File: src/rtl/jse_pkg.sv
// Shared types, constants and helper functions of the JSON string escaper.
`default_nettype none

package jse_pkg;

    // Field widths
    localparam int BYTE_W = 8;
    localparam int CAP_W  = 16;
    localparam int LEN_W  = 3;

    // Defaults
    localparam logic [CAP_W-1:0] CAP_RESET         = 16'd256;
    localparam int               QUEUE_DEPTH_DEF   = 4;

    // Escape constants
    localparam logic [BYTE_W-1:0] CTRL_LIMIT = 8'h20;
    localparam logic [LEN_W-1:0]  UNI_LEN    = 3'd6;
    localparam logic [LEN_W-1:0]  SHORT_LEN  = 3'd2;
    localparam logic [LEN_W-1:0]  ONE_LEN    = 3'd1;

    // Character codes
    localparam logic [BYTE_W-1:0] CH_NUL    = 8'h00;
    localparam logic [BYTE_W-1:0] CH_BS     = 8'h08;
    localparam logic [BYTE_W-1:0] CH_TAB    = 8'h09;
    localparam logic [BYTE_W-1:0] CH_LF     = 8'h0A;
    localparam logic [BYTE_W-1:0] CH_CR     = 8'h0D;
    localparam logic [BYTE_W-1:0] CH_QUOTE  = 8'h22;
    localparam logic [BYTE_W-1:0] CH_ZERO   = 8'h30;
    localparam logic [BYTE_W-1:0] CH_BSLASH = 8'h5C;
    localparam logic [BYTE_W-1:0] CH_HEXA_M10 = 8'h57; // 'a' minus ten
    localparam logic [BYTE_W-1:0] CH_LOW_B  = 8'h62;
    localparam logic [BYTE_W-1:0] CH_LOW_N  = 8'h6E;
    localparam logic [BYTE_W-1:0] CH_LOW_R  = 8'h72;
    localparam logic [BYTE_W-1:0] CH_LOW_T  = 8'h74;
    localparam logic [BYTE_W-1:0] CH_LOW_U  = 8'h75;

    // Kind of work handed from front to back
    typedef enum logic [1:0] {
        KIND_PLAIN,
        KIND_SHORT,
        KIND_UNI,
        KIND_TERM
    } t_kind;

    // One queued descriptor: kind plus the byte it needs
    typedef struct packed {
        t_kind             kind;
        logic [BYTE_W-1:0] data;
    } t_desc;

    // Letter of a two-byte escape, zero when the byte has none
    function automatic logic [BYTE_W-1:0] short_letter(input logic [BYTE_W-1:0] b);
        logic [BYTE_W-1:0] l;
        unique case (b)
            CH_QUOTE:  l = CH_QUOTE;
            CH_BSLASH: l = CH_BSLASH;
            CH_BS:     l = CH_LOW_B;
            CH_LF:     l = CH_LOW_N;
            CH_CR:     l = CH_LOW_R;
            CH_TAB:    l = CH_LOW_T;
            default:   l = CH_NUL;
        endcase
        return l;
    endfunction

    // Number of bytes a descriptor expands into
    function automatic logic [LEN_W-1:0] kind_len(input t_kind k);
        logic [LEN_W-1:0] n;
        unique case (k)
            KIND_SHORT: n = SHORT_LEN;
            KIND_UNI:   n = UNI_LEN;
            default:    n = ONE_LEN;
        endcase
        return n;
    endfunction

    // Lowercase hex digit
    function automatic logic [BYTE_W-1:0] hex_digit(input logic [3:0] n);
        logic [BYTE_W-1:0] d;
        if (n < 4'd10) begin
            d = CH_ZERO + {4'b0, n};
        end else begin
            d = CH_HEXA_M10 + {4'b0, n};
        end
        return d;
    endfunction

endpackage

`default_nettype wire

File: src/rtl/jse_front.sv
// Front end: classifies input bytes, tracks the output budget and queues work.
`default_nettype none

module jse_front
    import jse_pkg::*;
(
    input  wire logic              i_clk,
    input  wire logic              i_rst_n,
    input  wire logic              i_cfg_we,
    input  wire logic [CAP_W-1:0]  i_cfg_wdata,
    input  wire logic              i_accept,
    input  wire logic [BYTE_W-1:0] i_byte,
    output logic                   o_push,
    output t_desc                  o_desc
);

    logic [CAP_W-1:0] r_capacity;
    logic [CAP_W-1:0] r_budget;
    logic [CAP_W-1:0] n_budget;
    logic             r_halted;
    logic             n_halted;
    logic [CAP_W-1:0] reload;
    logic [BYTE_W-1:0] letter;
    t_kind            kind;
    logic [LEN_W-1:0] len;

    // Capacity register; zero behaves as one
    always_ff @(posedge i_clk) begin
        if (!i_rst_n) begin
            r_capacity <= CAP_RESET;
        end else if (i_cfg_we) begin
            r_capacity <= i_cfg_wdata;
        end
    end

    assign reload = (r_capacity == '0) ? '0 : r_capacity - CAP_W'(1);

    // Classify the incoming byte
    always_comb begin
        letter = short_letter(i_byte);
        if (i_byte == CH_NUL) begin
            kind = KIND_TERM;
        end else if (letter != CH_NUL) begin
            kind = KIND_SHORT;
        end else if (i_byte < CTRL_LIMIT) begin
            kind = KIND_UNI;
        end else begin
            kind = KIND_PLAIN;
        end
        len = kind_len(kind);
    end

    // Budget check and descriptor build
    always_comb begin
        n_budget    = r_budget;
        n_halted    = r_halted;
        o_push      = 1'b0;
        o_desc.kind = kind;
        o_desc.data = (kind == KIND_SHORT) ? letter : i_byte;
        if (i_accept) begin
            if (kind == KIND_TERM) begin
                o_push   = 1'b1;
                n_budget = reload;
                n_halted = 1'b0;
            end else if (!r_halted) begin
                if (r_budget < {{(CAP_W-LEN_W){1'b0}}, len}) begin
                    n_halted = 1'b1;
                end else begin
                    o_push   = 1'b1;
                    n_budget = r_budget - {{(CAP_W-LEN_W){1'b0}}, len};
                end
            end
        end
    end

    always_ff @(posedge i_clk) begin
        if (!i_rst_n) begin
            r_budget <= CAP_RESET - CAP_W'(1);
            r_halted <= 1'b0;
        end else begin
            r_budget <= n_budget;
            r_halted <= n_halted;
        end
    end

endmodule

`default_nettype wire

File: src/rtl/jse_queue.sv
// Descriptor queue between the front end and the expander.
`default_nettype none

module jse_queue
    import jse_pkg::*;
#(
    parameter int DEPTH = QUEUE_DEPTH_DEF
) (
    input  wire logic  i_clk,
    input  wire logic  i_rst_n,
    input  wire logic  i_push,
    input  wire t_desc i_desc,
    input  wire logic  i_pop,
    output logic       o_full,
    output logic       o_valid,
    output t_desc      o_desc
);

    localparam int PTR_W = (DEPTH > 1) ? $clog2(DEPTH) : 1;
    localparam int CNT_W = $clog2(DEPTH + 1);

    t_desc            r_mem [DEPTH];
    logic [PTR_W-1:0] r_wr_ptr;
    logic [PTR_W-1:0] r_rd_ptr;
    logic [CNT_W-1:0] r_count;
    logic             push_ok;
    logic             pop_ok;

    assign o_full  = (r_count == CNT_W'(DEPTH));
    assign o_valid = (r_count != '0);
    assign o_desc  = r_mem[r_rd_ptr];
    assign push_ok = i_push && !o_full;
    assign pop_ok  = i_pop && o_valid;

    // Storage
    always_ff @(posedge i_clk) begin
        if (push_ok) begin
            r_mem[r_wr_ptr] <= i_desc;
        end
    end

    // Pointers and fill count
    always_ff @(posedge i_clk) begin
        if (!i_rst_n) begin
            r_wr_ptr <= '0;
            r_rd_ptr <= '0;
            r_count  <= '0;
        end else begin
            if (push_ok) begin
                r_wr_ptr <= (r_wr_ptr == PTR_W'(DEPTH - 1)) ? '0 : r_wr_ptr + PTR_W'(1);
            end
            if (pop_ok) begin
                r_rd_ptr <= (r_rd_ptr == PTR_W'(DEPTH - 1)) ? '0 : r_rd_ptr + PTR_W'(1);
            end
            if (push_ok && !pop_ok) begin
                r_count <= r_count + CNT_W'(1);
            end else if (pop_ok && !push_ok) begin
                r_count <= r_count - CNT_W'(1);
            end
        end
    end

`ifndef SYNTH
    a_count_bound: assert property (@(posedge i_clk) disable iff (!i_rst_n)
        r_count <= CNT_W'(DEPTH))
        else $error("queue count above depth");
    a_no_push_full: assert property (@(posedge i_clk) disable iff (!i_rst_n)
        o_full |-> !i_push)
        else $error("push into full queue");
    a_no_pop_empty: assert property (@(posedge i_clk) disable iff (!i_rst_n)
        i_pop |-> o_valid)
        else $error("pop from empty queue");
    a_count_up: assert property (@(posedge i_clk) disable iff (!i_rst_n)
        (push_ok && !pop_ok) |=> (r_count == $past(r_count) + CNT_W'(1)))
        else $error("queue count did not advance");
`endif

endmodule

`default_nettype wire

File: src/rtl/jse_back.sv
// Expander: turns descriptors into registered output bytes, one per cycle unless stalled.
`default_nettype none

module jse_back
    import jse_pkg::*;
(
    input  wire logic              i_clk,
    input  wire logic              i_rst_n,
    input  wire logic              i_q_valid,
    input  wire t_desc             i_q_desc,
    output logic                   o_pop,
    output logic                   o_valid,
    output logic [BYTE_W-1:0]      o_data,
    output logic                   o_last,
    output logic                   o_end,
    input  wire logic              i_ready
);

    logic [LEN_W-1:0]  r_idx;
    logic              r_valid;
    logic [BYTE_W-1:0] r_data;
    logic              r_last;
    logic              r_end;
    logic              advance;
    logic              step;
    logic              last_byte;
    logic [BYTE_W-1:0] cur_byte;

    assign advance   = !r_valid || i_ready;
    assign step      = advance && i_q_valid;
    assign last_byte = (r_idx == kind_len(i_q_desc.kind) - LEN_W'(1));
    assign o_pop     = step && last_byte;

    // Select the byte at the current position of the escape sequence
    always_comb begin
        unique case (i_q_desc.kind)
            KIND_PLAIN: cur_byte = i_q_desc.data;
            KIND_TERM:  cur_byte = CH_NUL;
            KIND_SHORT: cur_byte = (r_idx == '0) ? CH_BSLASH : i_q_desc.data;
            KIND_UNI: begin
                unique case (r_idx)
                    3'd0:    cur_byte = CH_BSLASH;
                    3'd1:    cur_byte = CH_LOW_U;
                    3'd2:    cur_byte = CH_ZERO;
                    3'd3:    cur_byte = CH_ZERO;
                    3'd4:    cur_byte = hex_digit(i_q_desc.data[7:4]);
                    default: cur_byte = hex_digit(i_q_desc.data[3:0]);
                endcase
            end
            default:    cur_byte = CH_NUL;
        endcase
    end

    // Position counter within the current descriptor
    always_ff @(posedge i_clk) begin
        if (!i_rst_n) begin
            r_idx <= '0;
        end else if (step) begin
            r_idx <= last_byte ? '0 : r_idx + LEN_W'(1);
        end
    end

    // Output register
    always_ff @(posedge i_clk) begin
        if (!i_rst_n) begin
            r_valid <= 1'b0;
        end else if (advance) begin
            r_valid <= i_q_valid;
        end
    end

    always_ff @(posedge i_clk) begin
        if (step) begin
            r_data <= cur_byte;
            r_last <= last_byte;
            r_end  <= (i_q_desc.kind == KIND_TERM);
        end
    end

    assign o_valid = r_valid;
    assign o_data  = r_data;
    assign o_last  = r_last;
    assign o_end   = r_end;

`ifndef SYNTH
    a_idx_range: assert property (@(posedge i_clk) disable iff (!i_rst_n)
        (r_idx != '0) |-> (i_q_valid && (i_q_desc.kind == KIND_SHORT
                                         || i_q_desc.kind == KIND_UNI)))
        else $error("position counter set outside a multi-byte escape");
    a_end_is_last: assert property (@(posedge i_clk) disable iff (!i_rst_n)
        (r_valid && r_end) |-> (r_last && r_data == CH_NUL))
        else $error("terminator word malformed");
`endif

endmodule

`default_nettype wire

File: src/rtl/json_string_escaper_top.sv
// Top level of the JSON string escaper: front end, descriptor queue and expander.
`default_nettype none

// One string byte per input word; each accepted byte yields zero to six output
// words. Plain bytes and terminators become one word each, a two-letter escape
// two words and a \u00xx escape six, as the expander emits exactly one byte per
// cycle unless the output stalls. Input words are taken every cycle while the
// descriptor queue (QUEUE_DEPTH entries) has room; bytes dropped after the
// budget ran out are taken at one per cycle and emit nothing. Each byte is
// registered in the queue, then in the output register. A new buffer_capacity
// takes effect at the next terminator; write it only while the block is idle.
module json_string_escaper_top
    import jse_pkg::*;
#(
    parameter int QUEUE_DEPTH = QUEUE_DEPTH_DEF
) (
    input  wire logic             i_clk,
    input  wire logic             i_rst_n,
    input  wire logic             i_cfg_we,
    input  wire logic [CAP_W-1:0] i_cfg_wdata,   // buffer_capacity
    input  wire logic             s_axis_tvalid,
    output logic                  s_axis_tready,
    input  wire logic [7:0]       s_axis_tdata,  // [7:0] char_byte
    output logic                  m_axis_tvalid,
    input  wire logic             m_axis_tready,
    output logic [7:0]            m_axis_tdata,  // [7:0] out_byte
    output logic                  m_axis_tlast,  // run_last
    output logic                  m_axis_tuser   // [0] string_end
);

    logic  q_full;
    logic  q_valid;
    logic  push;
    logic  pop;
    logic  in_accept;
    t_desc push_desc;
    t_desc head_desc;

    assign s_axis_tready = !q_full;
    assign in_accept     = s_axis_tvalid && s_axis_tready;

    jse_front u_front (
        .i_clk       (i_clk),
        .i_rst_n     (i_rst_n),
        .i_cfg_we    (i_cfg_we),
        .i_cfg_wdata (i_cfg_wdata),
        .i_accept    (in_accept),
        .i_byte      (s_axis_tdata),
        .o_push      (push),
        .o_desc      (push_desc)
    );

    jse_queue #(
        .DEPTH (QUEUE_DEPTH)
    ) u_queue (
        .i_clk   (i_clk),
        .i_rst_n (i_rst_n),
        .i_push  (push),
        .i_desc  (push_desc),
        .i_pop   (pop),
        .o_full  (q_full),
        .o_valid (q_valid),
        .o_desc  (head_desc)
    );

    jse_back u_back (
        .i_clk     (i_clk),
        .i_rst_n   (i_rst_n),
        .i_q_valid (q_valid),
        .i_q_desc  (head_desc),
        .o_pop     (pop),
        .o_valid   (m_axis_tvalid),
        .o_data    (m_axis_tdata),
        .o_last    (m_axis_tlast),
        .o_end     (m_axis_tuser),
        .i_ready   (m_axis_tready)
    );

endmodule

`default_nettype wire
File: config.mk
export PLATFORM = sky130hd
export DESIGN_NAME = json_string_escaper_top
export DESIGN_NICKNAME = d
export VERILOG_FILES = /design/src/rtl/jse_pkg.sv /design/src/rtl/jse_front.sv /design/src/rtl/jse_queue.sv /design/src/rtl/jse_back.sv /design/src/rtl/json_string_escaper_top.sv
export SDC_FILE = /design/constraint.sdc
export NUM_CORES = 1
export LEC_CHECK = 0
export ABC_AREA = 1
export BUFFER_PORTS_ARGS = -buffer_cell sky130_fd_sc_hd__buf_2
export CAP_MARGIN = 5
export CORE_MARGIN = 2
export CORE_UTILIZATION = 55
export DETAILED_ROUTE_END_ITERATION = 8
export PLACE_DENSITY = 0.73
export SYNTH_ARGS = -nofsm -noshare
export SYNTH_HDL_FRONTEND = slang
export SYNTH_SLANG_ARGS = --single-unit
File: constraint.sdc
create_clock -name i_clk -period 7.7 [get_ports i_clk]
set_clock_uncertainty 0.15 [all_clocks]
set_input_delay 1.925 -clock i_clk [delete_from_list [all_inputs] [get_ports i_clk]]
set_output_delay 1.925 -clock i_clk [all_outputs]
set_load 0.005 [all_outputs]
==> qor.json <==
{
  "run_status": {"value": "finished clean"},
  "r2r_setup_slack": {"value": 3.90, "unit": "ns"},
  "power-per-cell-area": {"value": 272, "unit": "nW/µm²"},
  "synthesis.area_per_instance": {"value": 7.56, "unit": "µm²"},
  "mappedNetlistNets": {"value": 778},
  "cts.sink_count": {"value": 96},
  "hold_path_depth": {"value": 2},
  "synth_seq_area_share": {"value": 44.1, "unit": "%"},
  "critPathArrivalTime": {"value": 6.50, "unit": "ns"},
  "pre_cts_slack": {"value": 1.00, "unit": "ns"},
  "synthMostInstantiatedCell": {"value": "sky130_fd_sc_hd__nand2_1"},
  "synth_top_area_cell": {"value": "sky130_fd_sc_hd__edfxtp_1"},
  "tritoncts.num_buffers": {"value": 9},
  "post_cts_setup_repair_bufs": {"value": 0},
  "die-height": {"value": 104, "unit": "µm"},
  "worstRegToRegCells": {"value": 15},
  "pin_count_of_the_biggest_net_entering_global_routing": {"value": 38},
  "worstPathMaxFanout": {"value": 21},
  "remaining_antenna_violation_count": {"value": 0},
  "drtPass1Iterations": {"value": 4},
  "cts.path.max_buffers": {"value": 2},
  "yosys-top-cells-area": {"value": "sky130_fd_sc_hd__edfxtp_1 (27%), sky130_fd_sc_hd__dfxtp_1 (17%), sky130_fd_sc_hd__nand2_1 (12%)"},
  "final-hold-violation-count": {"value": 0},
  "top_level_ports": {"value": 41},
  "synthesis.area": {"value": 5500, "unit": "µm²"},
  "start_kind": {"value": "input pin"},
  "net-switching-power": {"value": 637, "unit": "µW"},
  "portBuffers": {"value": 40},
  "total_count_of_max_transition_violations_in_the_final_report": {"value": 0},
  "initial_core_util": {"value": 56.5, "unit": "%"},
  "dominant_register_cell_in_the_synthesized_netlist": {"value": "sky130_fd_sc_hd__edfxtp_1"},
  "finish.cell_count_without_fillers": {"value": 896},
  "final-setup-viol-count": {"value": 0},
  "avgViaCountPerCell": {"value": 5.36},
  "fin_area": {"value": 5930, "unit": "µm²"},
  "wl_per_cell": {"value": 13.4, "unit": "µm"},
  "ir_drop_worst_case_vdd": {"value": 130, "unit": "µV"},
  "fin_crit": {"value": 6.39, "unit": "ns"},
  "synth_enable_flop_cells": {"value": 50},
  "cts_hold_buffers": {"value": 0},
  "routed_wirelength": {"value": 12000, "unit": "µm"},
  "die_area": {"value": 10800, "unit": "µm²"},
  "detail_route.drc_violations": {"value": 0},
  "internal_power": {"value": 977, "unit": "µW"},
  "grt.overflow.total": {"value": 0},
  "ys_seq_elements": {"value": 96},
  "setup.worst_path.class": {"value": "input pin to flip-flop"},
  "cts_tree": {"value": "done"},
  "period_share": {"value": 83.0, "unit": "%"},
  "post_route_cells_drive_above_1_share": {"value": 12.1, "unit": "%"},
  "timing.fmax": {"value": 156, "unit": "MHz"},
  "clock_edge_transition_at_the_registers_on_the_reported_setup_and_hold_paths": {"value": 0.10, "unit": "ns"},
  "worst_setup_path_end_kind": {"value": "flip-flop"},
  "number_of_antenna_violations_at_the_first_check_in_global_routing": {"value": 0},
  "placed_cells_incl_taps": {"value": 880},
  "post_cts.resized_instances": {"value": 0},
  "antenna-diode-count": {"value": 0},
  "cp_data_required_time": {"value": 7.81, "unit": "ns"},
  "number_of_drc_markers_in_iteration_0": {"value": 356},
  "global_route_wire_length_before_repair": {"value": 20100, "unit": "µm"},
  "vias": {"value": 4799},
  "area_growth": {"value": 7.85, "unit": "%"},
  "fillCellCount": {"value": 922},
  "fp-row-count": {"value": 36},
  "timing.slew.headroom": {"value": 31.8, "unit": "%"},
  "number_of_global_route_vias_before_repair": {"value": 4315},
  "share_of_synthesized_registers_carrying_an_async_set_or_reset": {"value": 0, "unit": "%"},
  "power_leakage": {"value": 0.00267, "unit": "µW"},
  "p_sw_share": {"value": 39.5, "unit": "%"},
  "pwr-share-comb": {"value": 36.2, "unit": "%"},
  "detailed_place_hpwl": {"value": 8740, "unit": "µm"},
  "sequential_share_of_power": {"value": 44.0, "unit": "%"},
  "grt_use_total": {"value": 23.0, "unit": "%"},
  "synthTopCellsByCount": {"value": "sky130_fd_sc_hd__nand2_1 (179), sky130_fd_sc_hd__nor2_1 (94), sky130_fd_sc_hd__inv_1 (76)"},
  "core-area": {"value": 9730, "unit": "µm²"},
  "slowest_stage_cell_on_the_critical_path": {"value": "sky130_fd_sc_hd__nor3_1"},
  "timing_worst_slew_pin_value": {"value": 1.02, "unit": "ns"},
  "synth_cell_types": {"value": 37},
  "rsz0062_at_grt": {"value": "no"},
  "synth_largest_type_area_fraction": {"value": 27.3, "unit": "%"},
  "crit_path_frequent_cell": {"value": "sky130_fd_sc_hd__nand2_1"},
  "h_tree_lvls": {"value": 3},
  "share_clk_of_total_power": {"value": 19.8, "unit": "%"},
  "detailed_place.area": {"value": 5740, "unit": "µm²"},
  "cts_root_buffer": {"value": "sky130_fd_sc_hd__clkbuf_8"},
  "gp_congestion": {"value": 0.899},
  "hold_path_class": {"value": "flip-flop to flip-flop"},
  "critPathMaxStageDelay": {"value": 0.45, "unit": "ns"},
  "syn-instance-count": {"value": 727},
  "tns": {"value": 0, "unit": "ns"},
  "cap_violations": {"value": 0},
  "synth.yosys.warnings": {"value": 0},
  "finalNetCount": {"value": 809},
  "postLayoutSetupSlackWorst": {"value": 1.31, "unit": "ns"},
  "chipWidth": {"value": 104, "unit": "µm"},
  "clkLatencyLatePin": {"value": 0.38, "unit": "ns"}
}
[flip-flops by register name, indices dropped and copies added (netlist names), 2 cells and up, named ones only]
name,count
u_back.o_data,8
u_back.r_idx,3
u_front.r_budget,16
u_front.r_capacity,16
u_queue.r_count,3
u_queue.r_mem,40
u_queue.r_rd_ptr,2
u_queue.r_wr_ptr,2
[placed cells by master, fill, tap and decap left out, types with 6 or more instances in the layout]
| cell | synthesis | final |
|---|---|---|
| sky130_fd_sc_hd__xor2_1 | 14 | 14 |
| sky130_fd_sc_hd__nor2_2 | 6 | 6 |
| sky130_fd_sc_hd__inv_1 | 76 | 76 |
| sky130_fd_sc_hd__nand4_1 | 11 | 11 |
| sky130_fd_sc_hd__a21oi_1 | 35 | 35 |
| sky130_fd_sc_hd__edfxtp_1 | 50 | 50 |
| sky130_fd_sc_hd__dfxtp_1 | 46 | 46 |
| sky130_fd_sc_hd__ha_1 | 20 | 20 |
| sky130_fd_sc_hd__o21ai_0 | 33 | 33 |
| sky130_fd_sc_hd__o21ai_1 | 13 | 13 |
| sky130_fd_sc_hd__nand2_1 | 179 | 179 |
| sky130_fd_sc_hd__inv_2 | 19 | 19 |
| sky130_fd_sc_hd__nand3_1 | 73 | 73 |
| sky130_fd_sc_hd__buf_2 | 5 | 40 |
| sky130_fd_sc_hd__clkbuf_8 | 0 | 9 |
| sky130_fd_sc_hd__nor2_1 | 94 | 94 |
[path summary, 6_finish.rpt]
kind / startpoint / to
hold reg to reg: u_front.r_capacity[1]$_SDFFE_PN0P_ / u_front.r_capacity[1]$_SDFFE_PN0P_
hold / removal: u_front.r_capacity[1]$_SDFFE_PN0P_ / u_front.r_capacity[1]$_SDFFE_PN0P_
setup / recovery: s_axis_tdata[7] / u_queue.r_count[2]$_SDFFE_PN0P_
setup reg to reg: flip-flop / u_queue.r_count[2]$_SDFFE_PN0P_
[layout make-up]
class | instances | area (µm²) | area share [%]
repair buffers | 41 | 208 | 3.50
clock buffers | 9 | 124 | 2.09
flip-flops and latches | 96 | 2420 | 40.9
multi-input cells | 515 | 2590 | 43.6
inverters | 95 | 357 | 6.02
well taps | 133 | 166 | 2.81
clock inverters | 7 | 63.8 | 1.08
[worst max-delay path: cells and delay by family]
kind	cells	cell delay, ns
compound gates	4	0.49
simple gates	14	1.85
fa+ha+maj	5	1.43
buf+inv	5	0.80
[per-layer routing]
layer  vias to the layer above  part of all wire (%)  global-route usage, %
li1                       2436                     -                      -
met1                      2190                    46                   31.7
met2                       152                    46                   36.8
met3                        21                   5.3                   2.63
met4                         0                   2.3                   9.65
met5                         -                     0                      0
[power groups by stage]
stage / logic [µW] / clock network, µW / registers, µW
floorplan: 448 / 0 / 705
global placement: 558 / 0 / 718
detailed placement: 576 / 0 / 722
CTS: 580 / 324 / 711
global route: 674 / 344 / 721
finish: 583 / 320 / 711
[metrics by stage]
stage	hold slack, ns	power, µW	util, %
CTS	0.324	1620	60.9
finish	0.322	1610	60.9
global placement	0.303	1280	59.0
global route	0.356	1740	60.9
detailed placement	0.309	1300	59.0
floorplan	0.279	1150	-
[cell families (layout without fill, tap and decap cells)]
| logic type | after synthesis | count (layout) | share of synthesized area [%] |
|---|---|---|---|
| buf+inv | 116 | 152 | 8.85 |
| xor+xnor | 15 | 15 | 2.39 |
| compound gates | 94 | 94 | 9.45 |
| flops | 96 | 96 | 44.1 |
| fa+ha+maj | 22 | 22 | 5.28 |
| simple gates | 384 | 384 | 30.0 |
(Power assumes the default switching activity.)
